<file path="config.mk">
export PLATFORM = sky130hd
export DESIGN_NAME = char_lcd_frame_buffer_refresher
export DESIGN_NICKNAME = d
export VERILOG_FILES = /design/src/clfb_pkg.sv /design/src/char_lcd_frame_buffer_refresher.sv /design/src/clfb_text_store.sv /design/src/clfb_byte_encoder.sv
export VERILOG_INCLUDE_DIRS = /design/src /design/src/src
export SDC_FILE = /design/constraint.sdc
export NUM_CORES = 1
export LEC_CHECK = 0
export ABC_AREA = 0
export BUFFER_PORTS_ARGS = -buffer_cell sky130_fd_sc_hd__buf_2
export CAP_MARGIN = 10
export CELL_PAD_IN_SITES_DETAIL_PLACEMENT = 0
export CELL_PAD_IN_SITES_GLOBAL_PLACEMENT = 1
export CORE_UTILIZATION = 31
export DETAILED_ROUTE_END_ITERATION = 12
export MAX_ROUTING_LAYER = met4
export PLACE_DENSITY = 0.59
export SETUP_SLACK_MARGIN = 0.3
export SLEW_MARGIN = 20
export SYNTH_ARGS = -nofsm -noshare
export SYNTH_HDL_FRONTEND = slang
export SYNTH_SLANG_ARGS = --single-unit
export TNS_END_PERCENT = 50
</file>
<file path="constraint.sdc">
create_clock -name clk -period 4.4 [get_ports clk]
set_input_delay 1.32 -clock clk [delete_from_list [all_inputs] [get_ports clk]]
set_output_delay 1.32 -clock clk [all_outputs]
set_load 0.05 [all_outputs]
</file>
<file path="src/char_lcd_frame_buffer_refresher_macros.svh">
// ----------------------------------------------------------------------------
// Assertion macros for the character LCD frame buffer refresher.
// Each macro expands to a labeled concurrent assertion, or to nothing when
// NO_ASSERTIONS is defined.
// ----------------------------------------------------------------------------
`ifndef CHAR_LCD_FRAME_BUFFER_REFRESHER_MACROS_SVH
`define CHAR_LCD_FRAME_BUFFER_REFRESHER_MACROS_SVH

`ifndef NO_ASSERTIONS

// The consequent must hold in the same cycle as the antecedent.
`define CLFB_ASSERT_SAME(label, clk, rst, ante, cons) \
  label: assert property (@(posedge clk) disable iff (rst) (ante) |-> (cons)) \
    else $error("clfb assertion failed");

// The consequent must hold in the cycle after the antecedent.
`define CLFB_ASSERT_NEXT(label, clk, rst, ante, cons) \
  label: assert property (@(posedge clk) disable iff (rst) (ante) |=> (cons)) \
    else $error("clfb assertion failed");

`else

`define CLFB_ASSERT_SAME(label, clk, rst, ante, cons)
`define CLFB_ASSERT_NEXT(label, clk, rst, ante, cons)

`endif

`endif

</file>
<file path="src/clfb_pkg.sv">
// ----------------------------------------------------------------------------
// clfb_pkg
// Shared types, constants and helpers of the character LCD frame buffer
// refresher: geometry, command bytes, operation codes and controller states.
// ----------------------------------------------------------------------------
package clfb_pkg;

  // Display geometry.
  localparam int LINES   = 2;
  localparam int COLUMNS = 16;
  localparam int DEPTH   = LINES * COLUMNS;

  localparam int LINE_W = (LINES > 1) ? $clog2(LINES) : 1;
  localparam int COL_W  = (COLUMNS > 1) ? $clog2(COLUMNS) : 1;
  localparam int ADDR_W = (DEPTH > 1) ? $clog2(DEPTH) : 1;
  localparam int ROOM_W = $clog2(COLUMNS + 1);

  // Configuration register file.
  localparam int REG_IDX_W = 3;
  localparam logic [REG_IDX_W-1:0] REG_ENABLE_MASK      = 3'd0;
  localparam logic [REG_IDX_W-1:0] REG_BACKLIGHT_MASK   = 3'd1;
  localparam logic [REG_IDX_W-1:0] REG_ENTRY_MODE_CMD   = 3'd2;
  localparam logic [REG_IDX_W-1:0] REG_FUNCTION_SET_CMD = 3'd3;
  localparam logic [REG_IDX_W-1:0] REG_DISPLAY_CTRL_CMD = 3'd4;

  localparam logic [7:0] RST_ENABLE_MASK      = 8'h04;
  localparam logic [7:0] RST_BACKLIGHT_MASK   = 8'h08;
  localparam logic [7:0] RST_ENTRY_MODE_CMD   = 8'h06;
  localparam logic [7:0] RST_FUNCTION_SET_CMD = 8'h28;
  localparam logic [7:0] RST_DISPLAY_CTRL_CMD = 8'h0C;

  // LCD command bytes and character constants.
  localparam logic [7:0] CMD_WAKE     = 8'h03;
  localparam logic [7:0] CMD_FOUR_BIT = 8'h02;
  localparam logic [7:0] CMD_LINE0    = 8'h80;
  localparam logic [7:0] CMD_LINE1    = 8'hC0;
  localparam logic [7:0] TAIL_CMD     = (LINES > 1) ? CMD_LINE1 : CMD_LINE0;
  localparam logic [7:0] SPACE_CHAR   = 8'h20;
  localparam logic [7:0] NIBBLE_MASK  = 8'hF0;

  // Reset sequence length.
  localparam int SEQ_LEN = 7;
  localparam int SEQ_W   = $clog2(SEQ_LEN);

  // Input operation codes.
  typedef enum logic [2:0] {
    OP_INIT       = 3'd0,
    OP_REINIT     = 3'd1,
    OP_SET_CURSOR = 3'd2,
    OP_PUT_CHAR   = 3'd3,
    OP_STRING     = 3'd4,
    OP_CLEAR      = 3'd5,
    OP_REFRESH    = 3'd6
  } clfb_op_t;

  // Controller states.
  typedef enum logic [2:0] {
    S_IDLE,
    S_RESET_SEQ,
    S_REF_HEAD,
    S_REF_CHAR,
    S_REF_TAIL
  } clfb_state_t;

  // One LCD byte handed from the controller to the encoder.
  typedef struct packed {
    logic [7:0] data;
    logic       is_data;
    logic       last;
  } clfb_byte_t;

  // Buffer address of a line and column.
  function automatic logic [ADDR_W-1:0] text_addr(input logic [LINE_W-1:0] ln,
                                                  input logic [COL_W-1:0] col);
    logic [ADDR_W+LINE_W+7:0] full;
    full = (ADDR_W+LINE_W+8)'(ln) * (ADDR_W+LINE_W+8)'(COLUMNS)
         + (ADDR_W+LINE_W+8)'(col);
    return full[ADDR_W-1:0];
  endfunction

endpackage

</file>
<file path="src/char_lcd_frame_buffer_refresher.sv">
// ----------------------------------------------------------------------------
// char_lcd_frame_buffer_refresher
// Character LCD front end: a 2x16 text buffer with cursor, emitting the
// reset sequence and full-screen refreshes as 4-bit expander writes.
//
//   channel   signals                                      direction
//   in        in_valid/in_ready, op, line, column,
//             char_code, string_start                      sink
//   out       out_valid/out_ready, expander_writes,
//             lcd_byte, is_data, last                      source
//   cfg       cfg_write, cfg_index, cfg_data               sink, no wait
//
// Init and reinit give 7 results and a refresh 35, one per cycle while
// out_ready is high; the single output register sets that pace. A refresh
// reads the buffer memory one cell ahead. After reset the buffer reads as
// spaces at once through per-entry valid bits, with no clearing pass. A
// stalled sink holds the sequencer in place.
// ----------------------------------------------------------------------------
`include "char_lcd_frame_buffer_refresher_macros.svh"

module char_lcd_frame_buffer_refresher (
  input  logic                            clk,
  input  logic                            rst,
  input  logic                            in_valid,
  output logic                            in_ready,
  input  logic [2:0]                      op,
  input  logic [7:0]                      line,
  input  logic [7:0]                      column,
  input  logic [7:0]                      char_code,
  input  logic                            string_start,
  output logic                            out_valid,
  input  logic                            out_ready,
  output logic [47:0]                     expander_writes,
  output logic [7:0]                      lcd_byte,
  output logic                            is_data,
  output logic                            last,
  input  logic                            cfg_write,
  input  logic [clfb_pkg::REG_IDX_W-1:0]  cfg_index,
  input  logic [7:0]                      cfg_data
);

  localparam logic [clfb_pkg::COL_W-1:0]  LAST_COL  = clfb_pkg::COL_W'(clfb_pkg::COLUMNS - 1);
  localparam logic [clfb_pkg::LINE_W-1:0] LAST_LINE = clfb_pkg::LINE_W'(clfb_pkg::LINES - 1);
  localparam logic [clfb_pkg::SEQ_W-1:0]  LAST_SEQ  = clfb_pkg::SEQ_W'(clfb_pkg::SEQ_LEN - 1);

  clfb_pkg::clfb_state_t state, state_next;

  logic [7:0] enable_mask, backlight_mask, entry_mode_cmd, function_set_cmd;
  logic [7:0] display_control_cmd;

  logic [clfb_pkg::LINE_W-1:0] cursor_line, cursor_line_next;
  logic [clfb_pkg::COL_W-1:0]  cursor_column, cursor_column_next;
  logic [clfb_pkg::ROOM_W-1:0] string_room, string_room_next;
  logic [clfb_pkg::ROOM_W-1:0] room_avail;

  logic [clfb_pkg::SEQ_W-1:0]  seq_count, seq_count_next;
  logic [clfb_pkg::LINE_W-1:0] ref_line, ref_line_next;
  logic [clfb_pkg::COL_W-1:0]  ref_col, ref_col_next;

  logic                 accept;
  logic                 push;
  logic                 can_push;
  clfb_pkg::clfb_byte_t push_byte;
  logic                 buf_clear;
  logic                 buf_wr;
  logic [7:0]           rd_data;
  logic [7:0]           seq_byte;

  assign accept = in_valid && in_ready;

  // Configuration registers.
  always_ff @(posedge clk) begin
    if (rst) begin
      enable_mask         <= clfb_pkg::RST_ENABLE_MASK;
      backlight_mask      <= clfb_pkg::RST_BACKLIGHT_MASK;
      entry_mode_cmd      <= clfb_pkg::RST_ENTRY_MODE_CMD;
      function_set_cmd    <= clfb_pkg::RST_FUNCTION_SET_CMD;
      display_control_cmd <= clfb_pkg::RST_DISPLAY_CTRL_CMD;
    end else if (cfg_write) begin
      unique case (cfg_index)
        clfb_pkg::REG_ENABLE_MASK:      enable_mask         <= cfg_data;
        clfb_pkg::REG_BACKLIGHT_MASK:   backlight_mask      <= cfg_data;
        clfb_pkg::REG_ENTRY_MODE_CMD:   entry_mode_cmd      <= cfg_data;
        clfb_pkg::REG_FUNCTION_SET_CMD: function_set_cmd    <= cfg_data;
        clfb_pkg::REG_DISPLAY_CTRL_CMD: display_control_cmd <= cfg_data;
        default: ;
      endcase
    end
  end

  // Next state and sequencer counters.
  always_comb begin
    state_next     = state;
    seq_count_next = seq_count;
    ref_line_next  = ref_line;
    ref_col_next   = ref_col;
    unique case (state)
      clfb_pkg::S_IDLE: begin
        seq_count_next = '0;
        ref_line_next  = '0;
        ref_col_next   = '0;
        if (in_valid) begin
          if (op == clfb_pkg::OP_INIT || op == clfb_pkg::OP_REINIT) begin
            state_next = clfb_pkg::S_RESET_SEQ;
          end else if (op == clfb_pkg::OP_REFRESH) begin
            state_next = clfb_pkg::S_REF_HEAD;
          end
        end
      end
      clfb_pkg::S_RESET_SEQ: begin
        if (can_push) begin
          if (seq_count == LAST_SEQ) begin
            state_next = clfb_pkg::S_IDLE;
          end else begin
            seq_count_next = seq_count + 1'b1;
          end
        end
      end
      clfb_pkg::S_REF_HEAD: begin
        if (can_push) begin
          state_next = clfb_pkg::S_REF_CHAR;
        end
      end
      clfb_pkg::S_REF_CHAR: begin
        if (can_push) begin
          if (ref_col == LAST_COL) begin
            state_next = clfb_pkg::S_REF_TAIL;
          end else begin
            ref_col_next = ref_col + 1'b1;
          end
        end
      end
      clfb_pkg::S_REF_TAIL: begin
        if (can_push) begin
          ref_col_next = '0;
          if (ref_line == LAST_LINE) begin
            state_next = clfb_pkg::S_IDLE;
          end else begin
            ref_line_next = ref_line + 1'b1;
            state_next    = clfb_pkg::S_REF_CHAR;
          end
        end
      end
      default: state_next = clfb_pkg::S_IDLE;
    endcase
  end

  always_ff @(posedge clk) begin
    if (rst) begin
      state     <= clfb_pkg::S_IDLE;
      seq_count <= '0;
      ref_line  <= '0;
      ref_col   <= '0;
    end else begin
      state     <= state_next;
      seq_count <= seq_count_next;
      ref_line  <= ref_line_next;
      ref_col   <= ref_col_next;
    end
  end

  // Byte of the reset sequence at the current step.
  always_comb begin
    unique case (seq_count)
      3'd0, 3'd1, 3'd2: seq_byte = clfb_pkg::CMD_WAKE;
      3'd3:             seq_byte = clfb_pkg::CMD_FOUR_BIT;
      3'd4:             seq_byte = entry_mode_cmd;
      3'd5:             seq_byte = function_set_cmd;
      default:          seq_byte = display_control_cmd;
    endcase
  end

  // Outputs of the sequencer toward the encoder.
  always_comb begin
    in_ready  = 1'b0;
    push      = 1'b0;
    push_byte = '{data: clfb_pkg::CMD_LINE0, is_data: 1'b0, last: 1'b0};
    unique case (state)
      clfb_pkg::S_IDLE: in_ready = 1'b1;
      clfb_pkg::S_RESET_SEQ: begin
        push      = 1'b1;
        push_byte = '{data: seq_byte, is_data: 1'b0, last: seq_count == LAST_SEQ};
      end
      clfb_pkg::S_REF_HEAD: begin
        push      = 1'b1;
        push_byte = '{data: clfb_pkg::CMD_LINE0, is_data: 1'b0, last: 1'b0};
      end
      clfb_pkg::S_REF_CHAR: begin
        push      = 1'b1;
        push_byte = '{data: rd_data, is_data: 1'b1, last: 1'b0};
      end
      clfb_pkg::S_REF_TAIL: begin
        push      = 1'b1;
        push_byte = '{data: clfb_pkg::TAIL_CMD, is_data: 1'b0,
                      last: ref_line == LAST_LINE};
      end
      default: in_ready = 1'b0;
    endcase
  end

  // Cursor, string room and buffer writes of the silent operations.
  always_comb begin
    cursor_line_next   = cursor_line;
    cursor_column_next = cursor_column;
    string_room_next   = string_room;
    buf_clear          = 1'b0;
    buf_wr             = 1'b0;
    room_avail = string_start
               ? clfb_pkg::ROOM_W'(clfb_pkg::COLUMNS) - clfb_pkg::ROOM_W'(cursor_column)
               : string_room;
    if (accept) begin
      unique case (op)
        clfb_pkg::OP_INIT, clfb_pkg::OP_CLEAR: begin
          buf_clear          = 1'b1;
          cursor_line_next   = '0;
          cursor_column_next = '0;
        end
        clfb_pkg::OP_SET_CURSOR: begin
          cursor_line_next   = (line >= 8'(clfb_pkg::LINES - 1))
                             ? LAST_LINE : line[clfb_pkg::LINE_W-1:0];
          cursor_column_next = (column >= 8'(clfb_pkg::COLUMNS - 1))
                             ? LAST_COL : column[clfb_pkg::COL_W-1:0];
        end
        clfb_pkg::OP_PUT_CHAR: begin
          buf_wr = 1'b1;
        end
        clfb_pkg::OP_STRING: begin
          // A zero byte ends the string; otherwise store while room is left.
          if (char_code == 8'h00) begin
            string_room_next = '0;
          end else if (room_avail != '0) begin
            buf_wr           = 1'b1;
            string_room_next = room_avail - 1'b1;
          end else begin
            string_room_next = room_avail;
          end
        end
        default: ;
      endcase
      if (buf_wr && cursor_column != LAST_COL) begin
        cursor_column_next = cursor_column + 1'b1;
      end
    end
  end

  always_ff @(posedge clk) begin
    if (rst) begin
      cursor_line   <= '0;
      cursor_column <= '0;
      string_room   <= '0;
    end else begin
      cursor_line   <= cursor_line_next;
      cursor_column <= cursor_column_next;
      string_room   <= string_room_next;
    end
  end

  // Buffer memory; the read runs one cell ahead of the refresh walk.
  clfb_text_store u_store (
    .clk     (clk),
    .rst     (rst),
    .clear   (buf_clear),
    .wr_en   (buf_wr),
    .wr_addr (clfb_pkg::text_addr(cursor_line, cursor_column)),
    .wr_data (char_code),
    .rd_addr (clfb_pkg::text_addr(ref_line_next, ref_col_next)),
    .rd_data (rd_data)
  );

  // Expander encoding and output register.
  clfb_byte_encoder u_encoder (
    .clk             (clk),
    .rst             (rst),
    .push            (push),
    .push_byte       (push_byte),
    .can_push        (can_push),
    .enable_mask     (enable_mask),
    .backlight_mask  (backlight_mask),
    .out_valid       (out_valid),
    .out_ready       (out_ready),
    .expander_writes (expander_writes),
    .lcd_byte        (lcd_byte),
    .is_data         (is_data),
    .last            (last)
  );

  // A final byte handed to the encoder returns the controller to idle.
  `CLFB_ASSERT_NEXT(a_last_ends_item, clk, rst, push && can_push && push_byte.last, state == clfb_pkg::S_IDLE)

  // The refresh walk never leaves the buffer.
  `CLFB_ASSERT_SAME(a_ref_col_range, clk, rst, state == clfb_pkg::S_REF_CHAR, ref_col <= LAST_COL)

  // Cursor and string room stay within the line.
  `CLFB_ASSERT_SAME(a_cursor_range, clk, rst, 1'b1, cursor_column <= LAST_COL && string_room <= clfb_pkg::ROOM_W'(clfb_pkg::COLUMNS))

  // A refresh transaction starts with the home cursor command.
  `CLFB_ASSERT_NEXT(a_refresh_starts, clk, rst, accept && op == clfb_pkg::OP_REFRESH, state == clfb_pkg::S_REF_HEAD)

endmodule

</file>
<file path="src/clfb_text_store.sv">
// ----------------------------------------------------------------------------
// clfb_text_store
// Text buffer memory with one write port and one registered read port.
// Per-entry valid bits make every unwritten entry read as a space.
// ----------------------------------------------------------------------------
module clfb_text_store (
  input  logic                       clk,
  input  logic                       rst,
  input  logic                       clear,
  input  logic                       wr_en,
  input  logic [clfb_pkg::ADDR_W-1:0] wr_addr,
  input  logic [7:0]                 wr_data,
  input  logic [clfb_pkg::ADDR_W-1:0] rd_addr,
  output logic [7:0]                 rd_data
);

  logic [7:0]                 mem [clfb_pkg::DEPTH];
  logic [clfb_pkg::DEPTH-1:0] valid;
  logic [7:0]                 rd_q;
  logic                       rd_valid;

  // Storage array and its registered read.
  always_ff @(posedge clk) begin
    if (wr_en) begin
      mem[wr_addr] <= wr_data;
    end
    rd_q <= mem[rd_addr];
  end

  // Valid bits: cleared at reset and by a buffer clear.
  always_ff @(posedge clk) begin
    if (rst || clear) begin
      valid <= '0;
    end else if (wr_en) begin
      valid[wr_addr] <= 1'b1;
    end
  end

  always_ff @(posedge clk) begin
    if (rst) begin
      rd_valid <= 1'b0;
    end else begin
      rd_valid <= valid[rd_addr];
    end
  end

  // An entry never written since the last clear holds a space.
  assign rd_data = rd_valid ? rd_q : clfb_pkg::SPACE_CHAR;

endmodule

</file>
<file path="src/clfb_byte_encoder.sv">
// ----------------------------------------------------------------------------
// clfb_byte_encoder
// Turns one LCD byte into the six expander writes of 4-bit mode and holds
// the result in the output register until the sink takes it.
// ----------------------------------------------------------------------------
module clfb_byte_encoder (
  input  logic                 clk,
  input  logic                 rst,
  input  logic                 push,
  input  clfb_pkg::clfb_byte_t push_byte,
  output logic                 can_push,
  input  logic [7:0]           enable_mask,
  input  logic [7:0]           backlight_mask,
  output logic                 out_valid,
  input  logic                 out_ready,
  output logic [47:0]          expander_writes,
  output logic [7:0]           lcd_byte,
  output logic                 is_data,
  output logic                 last
);

  logic [7:0]  rs_bits;
  logic [7:0]  hi;
  logic [7:0]  lo;
  logic [47:0] pack;

  // Nibble split with register select and backlight ORed in.
  always_comb begin
    rs_bits = {7'b0, push_byte.is_data};
    hi      = rs_bits | (push_byte.data & clfb_pkg::NIBBLE_MASK) | backlight_mask;
    lo      = rs_bits | ({push_byte.data[3:0], 4'b0}) | backlight_mask;
    pack    = {hi, hi | enable_mask, hi & ~enable_mask,
               lo, lo | enable_mask, lo & ~enable_mask};
  end

  // The register is free when empty or being drained this cycle.
  assign can_push = !out_valid || out_ready;

  always_ff @(posedge clk) begin
    if (rst) begin
      out_valid <= 1'b0;
    end else if (can_push) begin
      out_valid <= push;
    end
  end

  always_ff @(posedge clk) begin
    if (push && can_push) begin
      expander_writes <= pack;
      lcd_byte        <= push_byte.data;
      is_data         <= push_byte.is_data;
      last            <= push_byte.last;
    end
  end

endmodule
</file>
==> results of run 1 <==
-- per-stage QoR --
stage / setup WS, ps / area (sq um) / power, W / hold WS [ps] / utilization (%)
after global routing: 744 / 20300 / 0.0106 / 468 / 37.6
after floorplan: 830 / 17100 / 0.00588 / 429 / -
final: 947 / 20300 / 0.0103 / 457 / 37.6
after detailed placement: 503 / 18800 / 0.00646 / 449 / 34.7
after CTS: 935 / 20300 / 0.0104 / 455 / 37.6
after global placement: 462 / 18800 / 0.00644 / 442 / 34.7
-- routing by layer --
metal  vias up  global-route usage [%]  share of wire [%]
met5         -                       -                  0
met3        67                    2.90                5.3
met1      5797                    24.1                 46
met2       334                    26.9                 46
met4         0                    4.55                2.1
li1       5543                       -                  -
-- power by group through the flow --
stage               logic, W  registers (W)  clock network (W)
floorplan           0.000811        0.00507                  0
global placement     0.00183        0.00462                  0
detailed placement   0.00184        0.00462                  0
CTS                  0.00184        0.00454            0.00401
global route         0.00193        0.00456            0.00415
finish               0.00182        0.00454            0.00391
-- sequential cells by signal, summed over array words and instances, names as in the netlist --
signal,flops
display_control_cmd,8
u_store.rd_valid,1
u_encoder.is_data,1
u_encoder.lcd_byte,8
ref_line,1
ref_col,4
backlight_mask,8
u_store.rd_q,8
state,3
u_encoder.out_valid,1
cursor_line,1
u_store.valid,32
u_encoder.expander_writes,36
entry_mode_cmd,8
enable_mask,8
u_store.mem,256
function_set_cmd,8
u_encoder.last,1
seq_count,3
cursor_column,4
string_room,5
-- how the worst max path moves through the flow --
stage                      start           endpoint  slack [ps]  cells after the start
floorplan           string_start  u_store.mem[0][0]         830                      8
global placement       out_ready    u_store.rd_q[6]         460                      9
detailed placement     out_ready    u_store.rd_q[0]         500                      8
CTS                     state[1]           in_ready         940                      4
global route            state[1]           in_ready         740                      4
finish                  state[1]           in_ready         950                      4
-- worst max-delay path: cells and delay by family, from the launching register on --
family,cells,cell delay (ps)
and+or+nand+nor,2,610
DFF,1,480
buffers and inverters,2,470
-- kinds of logic (layout without fill, tap and decap cells) --
group                      Yosys count  count (layout)  synth area share [%]
DFF                                405             405                  65.1
adders and majority gates           11              11                 0.805
and+or+nand+nor                    457             457                  12.3
muxes                               65              65                  4.49
xor gates and xnor gates             6               6                 0.307
AOI/OAI and AO/OA                  334             334                  13.7
buffers and inverters              125             290                  3.34
-- final cells by class --
cell class	count	area, sq um	share of cell area [%]
flip-flops and latches	405	11100	54.7
inverters	22	82.6	0.406
multi-input cells	873	5450	26.8
clock inverters	26	304	1.49
well taps	696	871	4.28
repair buffers	183	1270	6.22
clock buffers	59	1240	6.10
-- placed cells by master, fill, tap and decap left out, types with 7 or more instances in the layout --
cell type  netlist  routed
a31oi_1          7       7
buf_4           13      68
nor3b_1          8       8
buf_2           18     103
a211oi_1        62      62
o31a_1          61      61
nor2b_1         13      13
ha_1            11      11
a311oi_1        11      11
nand3_1         47      46
mux4_2           9       9
bufinv_16        0       7
and3_1          13      12
nand2_1        180     180
edfxtp_1       302     302
clkinv_2         0       8
dfxtp_1        103     103
clkinv_1         0       8
nor2_1         121     120
buf_12           0      12
and2_1          12      12
clkbuf_16        0      47
clkbuf_1        64      10
o21ai_0         48      48
o211ai_1        18      18
inv_1           22      22
a21oi_1         72      71
mux2i_1         53      53
nand4_1         14      14
or3_1           12      12
==> results.cfg, run 1 <==
[yosys]
yosys_most_used_dff = edfxtp_1
yosysTopAreaCell = edfxtp_1
avgSynthCellArea_sq_um = 12.2
synth.area.top_cells = edfxtp_1 53%, dfxtp_1 12%, nand2_1 4.0%
yosysMostFrequentCell = edfxtp_1
yosysSeqAreaShare_pct = 65.1
ys_types = 64
netlist_area_sq_um = 17100
ys_ff_latch = 405
synth_top_area_share_pct = 53.0
synth_nets = 1458
synth_edf_count = 302
yosys_warnings = 0
syn-instance-count = 1403
synthArstFlopShare_pct = 0
synth_top_cells_by_count = 302 x edfxtp_1, 180 x nand2_1, 121 x nor2_1

[floorplan]
dieArea_sq_um = 56100
initial_core_util_pct = 31.6
coreArea_sq_um = 54100
die_h_microns = 237
rows = 85
die_x_microns = 237
ios = 104

[sta]
min_period_ps = 3450
setup_violations = 0
slew_headroom_pct = 31.8
fin_setup_tns_ps = 0
fin_crit_sh_pct = 78.5
clock.fmax_mhz = 290
fin_skew_ps = 20.3
rsz0062_at_grt = false
drv_slew = 0
worst_pin_slew_ps = 1020
report.final.hold_viol_count = 0

[detailed_routing]
routedWlPerCell_microns = 21.2
wl_mm = 48.0
first_pass_iters = 5
viasPerCell = 5.19
drc = 0
drt-initial-drc-count = 906
vias = 11741
detail-route-antenna-nets = 0

[worst_setup_path]
path_cells = nor2_1, nand2_1, inv_1, buf_2
r2r-end = u_store.rd_q[6]
cp.arrival_ps = 2130
crit_slowest_cell = dfxtp_1
worstSetupPathType = reg2out
critPathMaxFanout = 17
r2r-start = state[1]
slowest_delay_ps = 480
worst_ep_required_time_ps = 3080
end_kind = primary output
crit_path_start_kind = flip-flop
rrSetupSlack_ps = 1170
rr_worst_depth = 8

[clock_tree]
clkTransAtPathRegs_ps = 60
clock_latency_ps = 570
numClockSinks = 405
cts_buffers = 46
cts_tree = yes
clockBufferDepth = 3
hold_buffers = 0
cts_htree_levels = 2
cts_resized = 0
post-cts-setup-buffer-count = 0
clock-root-buffer = clkbuf_16

[grt]
grt_max_degree = 62
grt_pass1_vias = 11491
grt_usage_pct = 17.6
grt_pass1_wl_mm = 73.0
gr-total-overflow = 0
antenna_found_initial = 0

[pwr]
pwr-share-comb_pct = 17.7
power.share.switching_pct = 29.7
intPower_w = 0.00722
vdd_drop_max_uv = 333
leakage_nw = 7.21
seqPwrFrac_pct = 44.2
power_density_nw_per_um2 = 505
p_sw_w = 0.00305
p_clk_share_pct = 38.1

[placement]
place_inst = 2179
portBuffers = 103
finalWeightedCongestion = 0.810
hpwl_mm = 31.2

[layout]
num_antenna_cells = 0
drive_gt1_share_pct = 17.9
fill_cells = 5234
areaGrowthSynthToFinish_pct = 19.0
instances_no_fill = 2264
fin_nets = 1586

[worst_hold_path]
whs_path_depth = 2
hold_start = function_set_cmd[1]
hold_path_end = function_set_cmd[1]
hold_class = reg2reg

[status]
status = completed

[job]
cap_violations = 0
(Power assumes the default switching activity.)
==> run 2, diff against run 1 <==
Settings changed: PLACE_DENSITY 0.59 to 0.61.
Clock period 4.4 ns to 2.77 ns, I/O delays scaled along.
==> run 2 against run 1 <==
Net effect:
- via count increased by 6.1%
- cell count increased by 5.9%
- global-route usage increased by 0.60 points
- design area increased by 9.7%
- die area unchanged
- highest routed layer unchanged
- core utilization increased by 3.6 points
- sequential share of layout area decreased by 4.8 points
- sequential power increased by 58%
==> results.cfg, run 2 (synthesis gave the netlist of run 1 again) <==
[status]
status = completed

[layout]
largest_reg_flops = 256
areaGrowthSynthToFinish_pct = 30.5
drive_gt1_share_pct = 29.9
reg.largest.list = u_store.mem: 256 flops, u_encoder.expander_writes: 36 flops, u_store.valid: 32 flops
final_util_pct = 41.2
fin_nets = 1721
instances_no_fill = 2397
final_common_cell = edfxtp_1
final_cell_mix = 302 x edfxtp_1, 175 x nand2_1, 151 x buf_4
max_flop_register = u_store.mem

[clock_tree]
clockBufferDepth = 3
cts_htree_levels = 2
cts_buffers = 44
clock_latency_ps = 580
hold_buffers = 0
clock-root-buffer = clkbuf_16
clkTransAtPathRegs_ps = 60
cts_tree = yes
numClockSinks = 405

[floorplan]
ios = 104
rows = 85
die_h_microns = 237
initial_core_util_pct = 31.6
dieArea_sq_um = 56100
coreArea_sq_um = 54100
die_x_microns = 237

[worst_hold_path]
hold_class = reg2reg
hold_start = function_set_cmd[2]
hold_path_end = function_set_cmd[2]
whs_path_depth = 2

[sta]
min_period_ps = 2610
rsz0062_at_grt = true
clock.fmax_mhz = 383
report.final.hold_viol_count = 0
fin_crit_sh_pct = 94.4
drv_slew = 0
setup_violations = 0
worst_pin_slew_ps = 643
fin_skew_ps = 26.5
slew_headroom_pct = 57.1

[pwr]
p_sw_w = 0.00510
leakage_nw = 8.04
vdd_drop_max_uv = 611
pwr-share-comb_pct = 22.8
power_density_nw_per_um2 = 747
power.share.switching_pct = 30.6
intPower_w = 0.0116
seqPwrFrac_pct = 43.1
p_clk_share_pct = 34.1

[worst_setup_path]
crit_path_start_kind = flip-flop
path_cells = ha_4, and3_4, nor4_4, nor3_4, buf_12, buf_12, buf_12, mux2i_1, mux4_2, and2_4, a311oi_2
critPathMaxFanout = 8
worstSetupPathType = reg2reg
rrSetupSlack_ps = 160
rr_worst_depth = 11
cp.buffers_inverters = 3
critPathTopFamily = simple AND/OR/NAND/NOR gates
crit_top_cell = buf_12
r2r-end = u_store.rd_q[0]
cp.arrival_ps = 3110
crit_slowest_cell = mux4_2
r2r-start = ref_col[0]
slowest_delay_ps = 480
worst_ep_required_time_ps = 3260
end_kind = flip-flop

[grt]
grt_pass1_vias = 12000
busiest_layer = met2
use_met1_pct = 25.0
grt_pass1_wl_mm = 75.3
antenna_found_initial = 1
gr-usage-met3_pct = 2.76
grtUsageMet2_pct = 28.0
grt_max_degree = 54
grt_usage_pct = 18.2
gr-total-overflow = 0

[placement]
hpwl_mm = 33.3
portBuffers = 103
place_inst = 2266
finalWeightedCongestion = 0.870

[detailed_routing]
routedWlPerCell_microns = 21.1
drc = 0
vias = 12452
drt-initial-drc-count = 1075
first_pass_iters = 5
detail-route-antenna-nets = 0
viasPerCell = 5.19
wl_mm = 50.5

[job]
cap_violations = 0
[run 2: changes by cell type in the layout (fill, tap and decap cells not counted), sizes merged]
| cell | before | now |
|---|---|---|
| clkinv | 16 | 17 |
| diode | 0 | 1 |
| buf | 183 | 317 |
| bufinv | 7 | 3 |
| inv | 23 | 24 |
| clkinvlp | 2 | 1 |
| clkbuf | 59 | 60 |
[run 2: how the worst max path moves through the flow]
stage,start,to,depth (start not counted)
floorplan,out_ready,u_store.rd_q[5],11
global placement,out_ready,u_store.rd_q[7],12
detailed placement,out_ready,u_store.rd_q[1],12
CTS,state[2],u_store.rd_q[0],11
global route,ref_col[0],u_store.rd_q[6],13
finish,ref_col[0],u_store.rd_q[0],11
[run 2: area by class of cell]
type / count / area (sq um)
fillers: 5060 / 31800
repair buffers: 320 / 2810
multi-input cells: 873 / 6040
flip-flops and latches: 405 / 11100
inverters: 22 / 82.6
clock inverters: 23 / 189
well taps: 696 / 871
diodes: 1 / 2.50
clock buffers: 57 / 1180
[run 2: power by group through the flow]
stage	clock network (W)	registers, W	logic, W
after floorplan	0	0.00804	0.00136
after global placement	0	0.00730	0.00341
after detailed placement	0	0.00730	0.00343
after CTS	0.00580	0.00718	0.00358
after global routing	0.00603	0.00721	0.00401
final	0.00568	0.00718	0.00381
[run 2: through the flow]
| step | instance area [sq um] | hold WS (ps) | setup TNS [ps] | worst slack (ps) | total power, W |
|---|---|---|---|---|---|
| 3_3_place_gp | 20000 | 441 | -30430 | -599 | 0.0107 |
| 2_1_floorplan | 17400 | 429 | -766 | -44.3 | 0.00940 |
| 4_1_cts | 21700 | 458 | 0 | 139 | 0.0166 |
| 6_report | 22300 | 459 | 0 | 156 | 0.0167 |
| 3_5_place_dp | 20000 | 449 | -38610 | -580 | 0.0107 |
| 5_1_grt | 22300 | 477 | 0 | 57.3 | 0.0173 |
[run 2: timing repair]
action | 4_1_cts | 5_1_grt
cloned | 2 | 4
gates resized for setup | 57 | 72
setup buffers | 19 | 25
pin swaps | 34 | 35
setup endpoints to repair | 99 | 269
[run 2: routing by layer]
| metal | vias up | routed length, microns |
|---|---|---|
| met2 | 391 | 23300 |
| met5 | - | 0 |
| li1 | 5822 | - |
| met4 | 0 | 1080 |
| met1 | 6157 | 23400 |
| met3 | 82 | 2720 |
[run 2: tightest hold or removal path: cells and delay by family, from the launching register on]
kind            cells  cell delay, ps
compound gates      1              50
flops               1             310
simple gates        1              50
==> run 3, diff against run 2 <==
Settings changed: RECOVER_POWER set to 25.
Clock period 2.77 ns to 2.3 ns, I/O delays scaled along.
==> run 3 against run 2 <==
Net effect:
- the run now ends with max-capacitance violations, max-slew violations, negative setup slack left
- core utilization grew 2.9 points
- first-iteration DRC count fell by 31%
- sequential power increased by 21%
- hold slack got worse by 62 ps
- clock-buffer cell count up 4
- cell count grew 2.5%
- wire length up 0.65%
- die area stayed put
==> results.cfg, run 3 (synthesis gave the netlist of run 1 again) <==
[layout]
fin_nets = 1783
areaGrowthSynthToFinish_pct = 39.6
drive_gt1_share_pct = 35.2
fill_cells = 4880
multiInputGateArea_sq_um = 6460
final_common_cell = edfxtp_1
max_flop_register = u_store.mem
instances_no_fill = 2458
seqCellArea_sq_um = 11200
largest_reg_flops = 256
final_cell_mix = 302 x edfxtp_1, 173 x nand2_1, 163 x buf_4
stdcell_area_sq_um = 23900
reg.largest.list = u_store.mem: 256 flops, u_encoder.expander_writes: 36 flops, u_store.valid: 32 flops

[floorplan]
dieArea_sq_um = 56100
die_x_microns = 237
rows = 85
ios = 104
coreArea_sq_um = 54100
die_h_microns = 237
initial_core_util_pct = 31.6

[placement]
hpwl_mm = 32.1
placedInstanceArea_sq_um = 20200
finalWeightedCongestion = 0.847
place_inst = 2297
portBuffers = 103

[detailed_routing]
route.met2.wl_mm = 23.8
routedWlPerCell_microns = 20.7
wl_mm = 50.8
top_layer = met4
met1_length_mm = 22.3
vias = 12589
drt-initial-drc-count = 745
drc = 0
viasPerCell = 5.12
detail-route-antenna-nets = 0
first_pass_iters = 7
wl_met3_mm = 3.08

[clock_tree]
cts_tree = yes
clock-root-buffer = clkbuf_16
clockBufferDepth = 3
cts_buffers = 46
clock_latency_ps = 560
numClockSinks = 405
cts_htree_levels = 2
clkTransAtPathRegs_ps = 60
hold_buffers = 0

[worst_setup_path]
rrSetupSlack_ps = -370
cp.buffers_inverters = 5
crit_path_start_kind = flip-flop
crit_top_cell = buf_12
path_cells = nand3b_1, buf_6, a211oi_4, buf_12, nor3_4, buf_12, buf_12, buf_16, mux2i_1, mux4_2, and2_4, a311oi_1
rr_worst_depth = 12
r2r-end = u_store.rd_q[3]
worst_ep_required_time_ps = 2770
critPathMaxFanout = 6
endpoint = u_store.rd_q[3]
r2r-start = state[1]
slowest_delay_ps = 490
worstSetupPathType = reg2reg
end_kind = flip-flop
critPathTopFamily = buffers and inverters
cp.arrival_ps = 3150
startpoint = state[1]
crit_slowest_cell = mux4_2
crit_cells = 12

[pwr]
vdd_drop_max_uv = 635
power_density_nw_per_um2 = 892
leakage_nw = 8.61

[sta]
report.final.hold_viol_count = 0
fin_skew_ps = 10.2
fin_hold_ws_ps = 397
layout_setup_ws_ps = -374
slew_headroom_pct = -3.75
rsz0062_at_grt = true
setup_violations = 246
fin_crit_sh_pct = 116
min_period_ps = 2670
worst_pin_slew_ps = 1560
clock.fmax_mhz = 374
drv_slew = 65

[grt]
gr-total-overflow = 0
antenna_found_initial = 1
grt_pass1_wl_mm = 78.1
grt_usage_pct = 18.9
grt_max_degree = 54
grt_pass1_vias = 12840

[job]
cap_violations = 2

[worst_hold_path]
hold_class = in2reg
whs_path_depth = 3

[status]
violations = max-capacitance violations, max-slew violations, negative setup slack
status = finished with violations
-- run 3: cell types whose count changed in the layout (fill, tap and decap cells not counted), sizes merged --
| cell | before | now |
|---|---|---|
| bufinv | 3 | 8 |
| clkinvlp | 1 | 0 |
| clkinv | 17 | 9 |
| inv | 24 | 25 |
| bufbuf | 0 | 4 |
| buf | 317 | 368 |
| clkbuf | 60 | 69 |
-- run 3: repair_timing --
item	in CTS	in global routing
pin swaps	129	51
gates resized for setup	215	44
endpoints found under the setup margin	341	339
cloned	15	0
endpoints found under the hold margin	0	0
buffers inserted	55	9
-- run 3: worst register-to-register path, delay by kind of cell, from the launching register on --
kind,cells,cell delay (ps)
flops,1,390
simple gates,3,380
mux,2,610
compound gates,2,410
buf+inv,5,780
-- run 3: layout make-up --
type / count / area share (%)
clock buffer: 61 / 5.37
tap: 696 / 3.65
clock inverter: 20 / 1.27
multi-input combinational: 873 / 27.1
antenna: 1 / 0.0105
timing repair buffer: 380 / 15.6
sequential: 405 / 46.7
inverter: 22 / 0.388
-- run 3: where the power goes --
part | internal (W) | total (W) | switching (W)
logic | 0.00177 | 0.00490 | 0.00313
registers | 0.00842 | 0.00868 | 0.000268
clock network | 0.00480 | 0.00770 | 0.00290
total | 0.0150 | 0.0213 | 0.00630
-- run 3: stage by stage --
stage                     setup WS, ps  util, %  setup TNS [ps]  total power (W)
final                             -374     44.1          -17930           0.0213
after global routing              -452     44.1          -44870           0.0220
after CTS                         -318     43.7          -12810           0.0213
after detailed placement          -892     37.3         -173320           0.0130
after global placement            -880     37.3         -176640           0.0129
after floorplan                   -344        -          -79480           0.0113
-- run 3: how the worst min path moves through the flow --
| stage | start | end | slack [ps] |
|---|---|---|---|
| floorplan | u_store.valid[17] | u_store.valid[17] | 430 |
| global placement | u_store.valid[3] | u_store.valid[3] | 440 |
| detailed placement | u_store.valid[17] | u_store.valid[17] | 450 |
| CTS | cfg_data[3] | backlight_mask[3] | 360 |
| global route | cfg_data[3] | enable_mask[3] | 390 |
| finish | cfg_data[3] | backlight_mask[3] | 400 |
-- run 3: per-layer routing --
| layer | global-route usage [%] | vias up |
|---|---|---|
| li1 | - | 5966 |
| met1 | 23.9 | 6204 |
| met2 | 29.7 | 344 |
| met3 | 4.09 | 75 |
| met4 | 6.91 | 0 |
| met5 | - | - |
